File: src/hw/rtl/cb32_pkg.sv
// ----------------------------------------------------------------------------
// cb32_pkg
// Shared types, constants and the character lookup of the Crockford base32
// identifier decoder.
// ----------------------------------------------------------------------------
`default_nettype none

package cb32_pkg;

  localparam int unsigned SymW     = 8;
  localparam int unsigned ValW     = 5;
  localparam int unsigned HalfW    = 64;
  localparam int unsigned AccW     = 2 * HalfW;
  localparam int unsigned CountW   = 5;

  localparam logic [CountW-1:0] IdSymbols = CountW'(26);
  localparam logic [CountW-1:0] CountSat  = CountW'(27);

  localparam logic [7:0] NotASymbol = 8'hFF;
  localparam logic [7:0] CharZero   = 8'h30;
  localparam logic [7:0] CharNine   = 8'h39;
  localparam logic [7:0] CharUpA    = 8'h41;
  localparam logic [7:0] CharUpZ    = 8'h5A;
  localparam logic [7:0] CharLowA   = 8'h61;
  localparam logic [7:0] CharLowZ   = 8'h7A;
  localparam logic [7:0] CaseOffset = 8'h20;

  // Symbol values of A..Z; NotASymbol for I, L, O, U.
  localparam logic [7:0] LetterValue [26] = '{
    8'h0A, 8'h0B, 8'h0C, 8'h0D, 8'h0E, 8'h0F, 8'h10, 8'h11,
    8'hFF, 8'h12, 8'h13, 8'hFF, 8'h14, 8'h15, 8'hFF, 8'h16,
    8'h17, 8'h18, 8'h19, 8'h1A, 8'hFF, 8'h1B, 8'h1C, 8'h1D,
    8'h1E, 8'h1F
  };

  typedef struct packed {
    logic [SymW-1:0] symbol;
    logic            last;
  } cb32_in_t;

  typedef struct packed {
    logic             valid_res;
    logic [HalfW-1:0] id_high;
    logic [HalfW-1:0] id_low;
  } cb32_out_t;

  typedef struct packed {
    logic            bad;
    logic [ValW-1:0] value;
  } cb32_sym_t;

  // Map one ASCII byte to its 5-bit symbol; bad flags a non-alphabet byte.
  function automatic cb32_sym_t cb32_decode(logic [SymW-1:0] c);
    cb32_sym_t   r;
    logic [7:0]  u;
    logic [7:0]  lv;
    logic [7:0]  idx;
    r   = '{bad: 1'b1, value: '0};
    u   = c;
    lv  = NotASymbol;
    idx = '0;
    if (c >= CharZero && c <= CharNine) begin
      idx = c - CharZero;
      r   = '{bad: 1'b0, value: idx[ValW-1:0]};
    end else begin
      if (c >= CharLowA && c <= CharLowZ) begin
        u = c - CaseOffset;
      end
      if (u >= CharUpA && u <= CharUpZ) begin
        idx = u - CharUpA;
        lv  = LetterValue[idx[4:0]];
        if (lv != NotASymbol) begin
          r = '{bad: 1'b0, value: lv[ValW-1:0]};
        end
      end
    end
    return r;
  endfunction

endpackage

`default_nettype wire

File: src/hw/rtl/cb32_in_stage.sv
// ----------------------------------------------------------------------------
// cb32_in_stage
// Input register: captures one character request per cycle while not stalled.
// ----------------------------------------------------------------------------
`default_nettype none

module cb32_in_stage (
  input  wire                 clk_i,
  input  wire                 rst_ni,
  input  wire                 in_valid_i,
  output logic                in_stall_o,
  input  cb32_pkg::cb32_in_t  in_req_i,
  input  wire                 adv_i,
  output logic                valid_o,
  output cb32_pkg::cb32_in_t  req_o
);

  logic               valid_q, valid_d;
  cb32_pkg::cb32_in_t req_q;
  logic               load;

  // Full and not draining: hold off the sender.
  assign in_stall_o = valid_q && !adv_i;
  assign load       = in_valid_i && !in_stall_o;
  assign valid_d    = load || (valid_q && !adv_i);

  always_ff @(posedge clk_i or negedge rst_ni) begin
    if (!rst_ni) begin
      valid_q <= 1'b0;
    end else begin
      valid_q <= valid_d;
    end
  end

  always_ff @(posedge clk_i) begin
    if (load) begin
      req_q <= in_req_i;
    end
  end

  assign valid_o = valid_q;
  assign req_o   = req_q;

endmodule

`default_nettype wire

File: src/hw/rtl/cb32_accum.sv
// ----------------------------------------------------------------------------
// cb32_accum
// Symbol lookup, 128-bit shift accumulator, count and final check.
// ----------------------------------------------------------------------------
`default_nettype none

module cb32_accum (
  input  wire                 clk_i,
  input  wire                 rst_ni,
  input  wire                 fire_i,
  input  cb32_pkg::cb32_in_t  req_i,
  output logic                rsp_fire_o,
  output cb32_pkg::cb32_out_t rsp_o
);

  logic [cb32_pkg::AccW-1:0]   acc_q, acc_d, acc_nx;
  logic [cb32_pkg::CountW-1:0] count_q, count_d, count_nx;
  logic                        bad_q, bad_d, bad_nx;
  cb32_pkg::cb32_sym_t         sym;

  assign sym      = cb32_pkg::cb32_decode(req_i.symbol);
  assign acc_nx   = {acc_q[cb32_pkg::AccW-cb32_pkg::ValW-1:0], sym.value};
  assign count_nx = (count_q < cb32_pkg::CountSat) ? count_q + 1'b1 : count_q;
  assign bad_nx   = bad_q || sym.bad;

  always_comb begin
    acc_d   = acc_q;
    count_d = count_q;
    bad_d   = bad_q;
    if (fire_i) begin
      if (req_i.last) begin
        acc_d   = '0;
        count_d = '0;
        bad_d   = 1'b0;
      end else begin
        acc_d   = acc_nx;
        count_d = count_nx;
        bad_d   = bad_nx;
      end
    end
  end

  always_comb begin
    rsp_fire_o = fire_i && req_i.last;
    rsp_o      = '0;
    if (!bad_nx && count_nx == cb32_pkg::IdSymbols) begin
      rsp_o.valid_res = 1'b1;
      rsp_o.id_high   = acc_nx[cb32_pkg::AccW-1:cb32_pkg::HalfW];
      rsp_o.id_low    = acc_nx[cb32_pkg::HalfW-1:0];
    end
  end

  always_ff @(posedge clk_i or negedge rst_ni) begin
    if (!rst_ni) begin
      acc_q   <= '0;
      count_q <= '0;
      bad_q   <= 1'b0;
    end else begin
      acc_q   <= acc_d;
      count_q <= count_d;
      bad_q   <= bad_d;
    end
  end

`ifndef NO_ASSERTIONS
  a_count_sat: assert property (@(posedge clk_i) disable iff (!rst_ni)
    count_q <= cb32_pkg::CountSat)
    else $error("symbol count past saturation");
  a_clear_after_last: assert property (@(posedge clk_i) disable iff (!rst_ni)
    fire_i && req_i.last |=> count_q == '0 && !bad_q && acc_q == '0)
    else $error("state not cleared after last character");
  a_hold_when_idle: assert property (@(posedge clk_i) disable iff (!rst_ni)
    !fire_i |=> $stable(count_q) && $stable(bad_q))
    else $error("state moved without a character");
  a_invalid_zero: assert property (@(posedge clk_i) disable iff (!rst_ni)
    !rsp_o.valid_res |-> rsp_o.id_high == '0 && rsp_o.id_low == '0)
    else $error("invalid result carries nonzero id");
`endif

endmodule

`default_nettype wire

File: src/hw/rtl/cb32_out_stage.sv
// ----------------------------------------------------------------------------
// cb32_out_stage
// Result register toward the output channel.
// ----------------------------------------------------------------------------
`default_nettype none

module cb32_out_stage (
  input  wire                 clk_i,
  input  wire                 rst_ni,
  input  wire                 load_i,
  input  cb32_pkg::cb32_out_t rsp_i,
  output logic                ready_o,
  output logic                out_valid_o,
  input  wire                 out_stall_i,
  output cb32_pkg::cb32_out_t out_rsp_o
);

  logic                valid_q, valid_d;
  cb32_pkg::cb32_out_t rsp_q;

  // Free when empty or draining this cycle.
  assign ready_o = !valid_q || !out_stall_i;
  assign valid_d = load_i || (valid_q && out_stall_i);

  always_ff @(posedge clk_i or negedge rst_ni) begin
    if (!rst_ni) begin
      valid_q <= 1'b0;
    end else begin
      valid_q <= valid_d;
    end
  end

  always_ff @(posedge clk_i) begin
    if (load_i) begin
      rsp_q <= rsp_i;
    end
  end

  assign out_valid_o = valid_q;
  assign out_rsp_o   = rsp_q;

endmodule

`default_nettype wire

File: src/hw/rtl/crockford_base32_id_decoder_unit.sv
// ----------------------------------------------------------------------------
// crockford_base32_id_decoder_unit
// Decodes a 26-character Crockford base32 identifier into a 128-bit value.
// ----------------------------------------------------------------------------
// Usage:
//   Input channel (in_valid_i / in_stall_o / in_req_i): one ASCII character
//   per request, with last set on the final character of the string.
//   Output channel (out_valid_o / out_stall_i / out_rsp_o): one request per
//   string, sent for the character marked last. valid_res is set only when
//   exactly 26 alphabet characters arrived (either case, no I, L, O, U);
//   otherwise id_high and id_low are zero. The first symbol's top two bits
//   fall off the 128-bit accumulator.
// Path: a last character accepted into the input register moves on to the
//   result register and so to out_*, once the result register is free;
//   until then it waits in the input register.
// Throughput: one character per cycle, except while a last character waits
//   for the result register; plain characters never touch the output stage.
// Stall: a stalled result holds in the result register; a last character
//   then waits in the input register and in_stall_o rises for new requests.
// Reset: clears the accumulator, count and both stage valids; no clearing
//   pass is needed. After every last character the state clears again.
// ----------------------------------------------------------------------------
`default_nettype none

module crockford_base32_id_decoder_unit (
  input  wire                 clk_i,
  input  wire                 rst_ni,
  input  wire                 in_valid_i,
  output logic                in_stall_o,
  input  cb32_pkg::cb32_in_t  in_req_i,
  output logic                out_valid_o,
  input  wire                 out_stall_i,
  output cb32_pkg::cb32_out_t out_rsp_o
);

  logic                in_valid_q;
  cb32_pkg::cb32_in_t  in_req_q;
  logic                adv;
  logic                out_ready;
  logic                rsp_fire;
  cb32_pkg::cb32_out_t rsp;

  // A plain character always drains; a last one needs room for its result.
  assign adv = in_valid_q && (!in_req_q.last || out_ready);

  cb32_in_stage u_in_stage (
    .clk_i      (clk_i),
    .rst_ni     (rst_ni),
    .in_valid_i (in_valid_i),
    .in_stall_o (in_stall_o),
    .in_req_i   (in_req_i),
    .adv_i      (adv),
    .valid_o    (in_valid_q),
    .req_o      (in_req_q)
  );

  // Lookup, shift and final length/alphabet check in one pass.
  cb32_accum u_accum (
    .clk_i      (clk_i),
    .rst_ni     (rst_ni),
    .fire_i     (adv),
    .req_i      (in_req_q),
    .rsp_fire_o (rsp_fire),
    .rsp_o      (rsp)
  );

  cb32_out_stage u_out_stage (
    .clk_i       (clk_i),
    .rst_ni      (rst_ni),
    .load_i      (rsp_fire),
    .rsp_i       (rsp),
    .ready_o     (out_ready),
    .out_valid_o (out_valid_o),
    .out_stall_i (out_stall_i),
    .out_rsp_o   (out_rsp_o)
  );

endmodule

`default_nettype wire

File: config.mk
export PLATFORM = sky130hd
export DESIGN_NAME = crockford_base32_id_decoder_unit
export DESIGN_NICKNAME = d
export VERILOG_FILES = /design/src/hw/rtl/cb32_pkg.sv /design/src/hw/rtl/cb32_in_stage.sv /design/src/hw/rtl/cb32_accum.sv /design/src/hw/rtl/cb32_out_stage.sv /design/src/hw/rtl/crockford_base32_id_decoder_unit.sv
export SDC_FILE = /design/constraint.sdc
export NUM_CORES = 1
export LEC_CHECK = 0
export ABC_AREA = 1
export CAP_MARGIN = 10
export CORE_MARGIN = 3
export CORE_UTILIZATION = 63
export DETAILED_ROUTE_END_ITERATION = 8
export DONT_BUFFER_PORTS = 1
export GPL_TIMING_DRIVEN = 0
export MAX_ROUTING_LAYER = met4
export PLACE_DENSITY_LB_ADDON = 0.12
export SYNTH_ARGS = -nofsm -noshare
export SYNTH_HDL_FRONTEND = slang
export SYNTH_SLANG_ARGS = --single-unit
File: constraint.sdc
create_clock -name clk_i -period 4.7 [get_ports clk_i]
set_input_delay 0.47 -clock clk_i [delete_from_list [all_inputs] [get_ports clk_i]]
set_output_delay 0.47 -clock clk_i [all_outputs]
set_load 0.01 [all_outputs]
Yosys cells after proc, flatten, opt, wreduce, memory -nomap -nowiden
Memories as Yosys holds them, arrays and structs flattened.
Cells that the tools add are included.
W data, S select, Z words.
- input bits: 13
- bits in read-only memories: 256
- word-level logic and storage cells: 58
- memories kept: 1
- output and inout bits: 131
- register bits: 269
- $lt $le $gt $ge: 8
- reductions and logical operators: 20
- bitwise logic cells: 1
- muxes and demuxes: 12
- add/subtract/negate cells: 4
- eq/ne operators: 2
- memory list (name ; words ; bits a word ; rd ports ; clocked after memory_dff ; wr ports ; RTL line ; RTL):
    (name not given) ; 32 ; 8 ; 1 ; 0 ; 0 ; cb32_pkg.sv:71 ; lv = LetterValue[idx[4:0]];
- operators by type and width (cell ; number):
    $mux W129 ; 1
    $mux W123 ; 1
    $mux W8 ; 4
    $mux W6 ; 3
    $ge A8 B7 Y1 const B ; 2
    $le A8 B7 Y1 const B ; 2
    $mux W5 ; 2
    $logic_and A1 B1 Y1 ; 9
    $ge A8 B6 Y1 const B ; 1
    $le A8 B6 Y1 const B ; 1
    $ne A8 B8 Y1 const B ; 1
    $sub A8 B6 Y8 const B ; 1
    $ge A6 B6 Y1 const B ; 1
    $logic_not A1 Y1 ; 6
    $not A5 Y6 ; 1
    $add A5 B1 Y5 const B ; 1
    $eq A5 B5 Y1 const B ; 1
    $logic_or A1 B1 Y1 ; 5
    $lt A5 B5 Y1 const B ; 1
    $sub A5 B1 Y5 const B ; 1
    $sub A5 B5 Y5 const B ; 1
    $mux W1 ; 1

Logic depth before layout (Yosys ltp)
- depth in word-level cells: 17
- mapped depth: 18
- gate-level depth less buffers: 16

By module
From an unflattened synthesis, not the netlist that was laid out.
- cell total of the unflattened synthesis: 878
- area total of the unflattened synthesis: 10664.0 um2
- modules (own cells, without submodules) (module ; instances ; cells each ; seq. area each (um2) ; area an instance (um2)):
    cb32_accum ; 1 ; 726 ; 3228.1 ; 6404.9
    cb32_out_stage ; 1 ; 133 ; 3898.7 ; 3915.0
    cb32_in_stage ; 1 ; 16 ; 295.3 ; 327.8
    crockford_base32_id_decoder_unit ; 1 ; 3 ; 0.0 ; 16.3

Worst setup path after synthesis
Ideal clock, no wire load.
- path type: input port to flip-flop
- start point: input out_stall_i
- end point: register u_out_stage.rsp_q (netlist bit u_out_stage.out_rsp_o[0]) (enable)
- stages on the path: 6
- slack: 0.521 ns
- setup time: 0.482 ns
- required time: 4.218 ns
- arrival: 3.697 ns
- cells stage by stage: nand2_1 > o21ai_1 > inv_2 > clkbuf_1 > nand2_1 > inv_1
- word-level cells in the longest chain between the ends: 5
- RTL lines (element ; RTL line ; RTL):
    from (decl) ; crockford_base32_id_decoder_unit.sv:32 ; input wire out_stall_i,
    $logic_not A1 Y1 ; cb32_out_stage.sv:22 ; assign ready_o = !valid_q || !out_stall_i;
    $logic_or A1 B1 Y1 ; cb32_out_stage.sv:22 ;
    $logic_or A1 B1 Y1 ; crockford_base32_id_decoder_unit.sv:44 ; assign adv = in_valid_q && (!in_req_q.last || out_ready);
    $logic_and A1 B1 Y1 ; crockford_base32_id_decoder_unit.sv:44 ;
    $logic_and A1 B1 Y1 ; cb32_accum.sv:44 ; rsp_fire_o = fire_i && req_i.last;
    net rsp_fire ; crockford_base32_id_decoder_unit.sv:40 ; logic rsp_fire;
    to (signal assigned) ; cb32_out_stage.sv:35 ; rsp_q <= rsp_i;
    to (decl) ; cb32_out_stage.sv:19 ; cb32_pkg::cb32_out_t rsp_q;
The timed path passes the listed nets, and every way through them passes these cells.
A chain may end at the register's enable or synchronous reset.

Worst setup path in the final report
- start point: register u_in_stage.req_q (netlist bit u_in_stage.req_o[1])
- end point: register u_out_stage.rsp_q (netlist bit u_out_stage.out_rsp_o[102]), data pin
- word-level cells in the longest chain between the ends: 16
- elaborated cells on any way between the ends: 24
- those cells by class: add/sub: 2; order compare: 6; eq/ne: 1; mux: 7; bitwise: 1; reduce/logical: 6; memory: 1
- RTL lines (element ; RTL line ; RTL):
    from (decl) ; cb32_in_stage.sv:19 ; cb32_pkg::cb32_in_t req_q;
    from (signal assigned) ; cb32_in_stage.sv:37 ; req_q <= in_req_i;
    $ge A8 B7 Y1 or $le A8 B7 Y1 (tied branches) ; cb32_pkg.sv:66 ; if (c >= CharLowA && c <= CharLowZ) begin
    $logic_and A1 B1 Y1 ; cb32_pkg.sv:66 ;
    $mux W8 ; cb32_pkg.sv:66 ;
    $mux W8 ; cb32_pkg.sv:62 ; if (c >= CharZero && c <= CharNine) begin
    $sub A5 B1 Y5 ; cb32_pkg.sv:70 ; idx = u - CharUpA;
    $not A5 Y6 (implied by the code) ; cb32_pkg.sv:71 ;
    $mem_v2 Z32 W8 ; -- ;
    $mux W8 (implied by the code) (2 in a row) ; cb32_pkg.sv:71 ;
    $ne A8 B8 Y1 ; cb32_pkg.sv:72 ; if (lv != NotASymbol) begin
    $mux W6 ; cb32_pkg.sv:72 ;
    $mux W6 ; cb32_pkg.sv:69 ; if (u >= CharUpA && u <= CharUpZ) begin
    $mux W6 (*) ; cb32_pkg.sv:62 ;
    $logic_or A1 B1 Y1 (*) ; cb32_accum.sv:24 ; assign bad_nx = bad_q || sym.bad;
    $logic_not A1 Y1 (*) ; cb32_accum.sv:46 ; if (!bad_nx && count_nx == cb32_pkg::IdSymbols) begin
    $logic_and A1 B1 Y1 (*) ; cb32_accum.sv:46 ;
Every way passes the cells marked *; elsewhere a longest branch is shown, timed or not. The select of a mux whose other input is x is not followed.

==> flow_summary.json <==
{
  "status": "finished, final reports clean",
  "final_antenna_net_count": 0,
  "top_layer": "met4",
  "tns_ns": 0,
  "cp.required_ns": 4.97,
  "firstDrtPassIters": 5,
  "vias": 6336,
  "cts_setup_buffers": 0,
  "endpoint_kind": "flip-flop",
  "cts_made_buffers": 26,
  "layout-drive-gt1-share_pct": 9.02,
  "synthCells": 858,
  "setup_viol": 0,
  "dieWidth_um": 134,
  "hold_viol": 0,
  "via_per_inst": 5.63,
  "wl_met3_mm": 1.16,
  "area_growth_syn_to_layout_pct": 12.1,
  "worst-path-buf-inv": 4,
  "fin_util_pct": 72.2,
  "ios": 144,
  "port_buffers": 0,
  "path_clk_slew_ns": 0.07,
  "die-area_mm2": 0.0179,
  "drt_iter0_drc": 538,
  "async_flop_share_pct": 48.7,
  "h-tree-depth": 1,
  "synth.distinct_cells": 30,
  "slew_headroom_pct": 56.8,
  "hp-class": "input port to flip-flop",
  "finalCritPeriodShare_pct": 67.2,
  "p_total_w": 0.00500,
  "ys.flop_type": "edfxtp_1",
  "seqPwrFrac_pct": 52.1,
  "wl_met1_mm": 8.30,
  "clock_skew_ns": 0.0112,
  "synth_top_area_share_pct": 40.4,
  "rows": 46,
  "crit_chain": "inv_2 > ha_1 > inv_1 > nand2_1 > nand2_1 > ha_1 > nand2_1 > nand3_1 > nand2_1 > nor2_2 > nand3_2 > nand2_2 > nand2_2 > nand3_4 > buf_6 > buf_6 > nor2_1",
  "power_density_mw_per_mm2": 434,
  "p_leak_nw": 4.50,
  "wl_met2_mm": 10.2,
  "clock_latency_ns": 0.51,
  "clkPwrFrac_pct": 43.2,
  "cpMostUsedCell": "nand2_1",
  "p_switching_w": 0.00109,
  "yosysTopAreaCell": "edfxtp_1",
  "final_area_mm2": 0.0115,
  "slew_viol_final": 0,
  "cp_top_family": "simple AND/OR/NAND/NOR gates",
  "grt_pass1_wl_mm": 32.6,
  "switching_share_pct": 21.7,
  "crit_fanout": 11,
  "grt_pass1_vias": 6267,
  "fmax_mhz": 317,
  "drt-total-wl_mm": 20.0,
  "ys_seq_elements": 269,
  "ys_warn_count": 0,
  "cts-root-buf": "clkbuf_16",
  "cp-start-kind": "flip-flop",
  "syn_avg_cell_area_um2": 12.0,
  "setup_ws_ns": 1.54,
  "cts_sinks": 269,
  "rsz0062_at_grt": "false",
  "tightest_slew_ns": 0.648,
  "place_area_mm2": 0.0106,
  "start_util_pct": 64.4,
  "preCtsSetupSlack_ns": 1.60,
  "ys_seq_area_share_pct": 72.3,
  "combPwrFrac_pct": 4.7,
  "fin_nets": 914,
  "place_hpwl_mm": 13.0,
  "worst_path_max_delay_cell": "edfxtp_1",
  "grt.total_usage_pct": 23.4,
  "cts.path.max_buffers": 3,
  "grt_max_degree": 132,
  "syn_area_mm2": 0.0103,
  "overflow": 0,
  "n_antenna_cell": 0,
  "post_drt_wl_per_cell_um": 17.7,
  "slowest_delay_ns": 0.52,
  "fp.dieH_um": 134,
  "critPathArrivalTime_ns": 3.43,
  "synth.net_count": 883,
  "cts_tree": "done",
  "yosysMostFrequentCell": "inv_1",
  "period_needed_ns": 3.16,
  "core-area_mm2": 0.0159,
  "ir_worst_vdd_mv": 0.265,
  "p_int_w": 0.00392,
  "drcViolationCount": 0,
  "critical_path_class": "flip-flop to flip-flop",
  "cap_violations": 0,
  "synth_area_leaders": "edfxtp_1, dfrtp_1, o22ai_1",
  "synth_common_cells": "inv_1, nor2_1, edfxtp_1",
  "antenna_found_initial": 0,
  "gp_congestion": 0.841,
  "synth_edf_count": 138
}
## registers in the layout, summed over array words and instances (netlist names)
signal,count
u_in_stage.valid_o,1
u_accum.bad_q,1
u_out_stage.out_valid_o,1
u_out_stage.out_rsp_o,129
u_accum.acc_q,123
u_accum.count_q,5
u_in_stage.req_o,9
## routing by layer
metal / vias to the layer above / track usage [%]
met5: - / -
met4: 0 / 4.57
met3: 37 / 3.85
met2: 255 / 38.1
met1: 3121 / 32.1
li1: 2923 / -
## power by group through the flow
stage | Clock [W] | Combinational (W) | Sequential (W)
3_5_place_dp | 0 | 0.000205 | 0.00265
6_report | 0.00216 | 0.000233 | 0.00261
2_1_floorplan | 0 | 0.000152 | 0.00265
4_1_cts | 0.00219 | 0.000232 | 0.00261
5_1_grt | 0.00229 | 0.000263 | 0.00261
3_3_place_gp | 0 | 0.000187 | 0.00266
## kinds of logic after synthesis
kind of cell             count (synthesis)  share of synthesized area, %
flip-flops                             269                          72.3
AO/OA/AOI/OAI                          144                          8.59
AND/OR/NAND/NOR                        236                          9.42
buffers and inverters                  195                          8.07
adder cells (fa/ha/maj)                 12                          1.46
XOR/XNOR                                 2                         0.171
## worst paths after layout
check	from	endpoint	slack, ns	cells past startpoint
worst max-delay path	u_in_stage.req_o[1]	u_out_stage.out_rsp_o[102]	1.54	17
worst min-delay path	in_req_i[3]	u_in_stage.req_o[3]	0.05	0
worst max register to register	u_in_stage.req_o[1]	u_out_stage.out_rsp_o[102]	1.54	17
worst min register to register	u_accum.acc_q[2]	u_accum.acc_q[2]	0.49	2
max in group asynchronous	rst_ni	u_accum.acc_q[56]	3.60	2
min in group asynchronous	rst_ni	u_accum.acc_q[10]	0.60	2
## timing repair
action,CTS,global route
resized for setup,0,0
hold buffers,2,0
endpoints found under the hold margin,131,0
## stage by stage
step	hold slack, ns	std cells
final	0.0536	1125
after global routing	0.0322	1125
after CTS	0.0396	1125
after detailed placement	0.178	1075
after global placement	0.179	1074
after floorplan	0.174	858
## cells in the final DEF, fill, tap and decap left out, drive strengths merged, types with 11 or more instances in the layout
cell type and instances:
buf 20, clkbuf 53, clkinv 11, dfrtp 131
edfxtp 138, ha 12, inv 155, nand2 67
nand3 19, nor2 142, o21ai 15, o22ai 121
## layout make-up
cell class                 instances  area [µm²]
clock inverter                    17         189
multi-input combinational        394        2020
tap                              216         270
sequential                       269        7420
inverter                         155         584
timing repair buffer               3        65.1
buffer                            40         246
fill                            1076        4430
clock buffer                      31         721
Note: power is estimated with default switching activity, not from simulation.
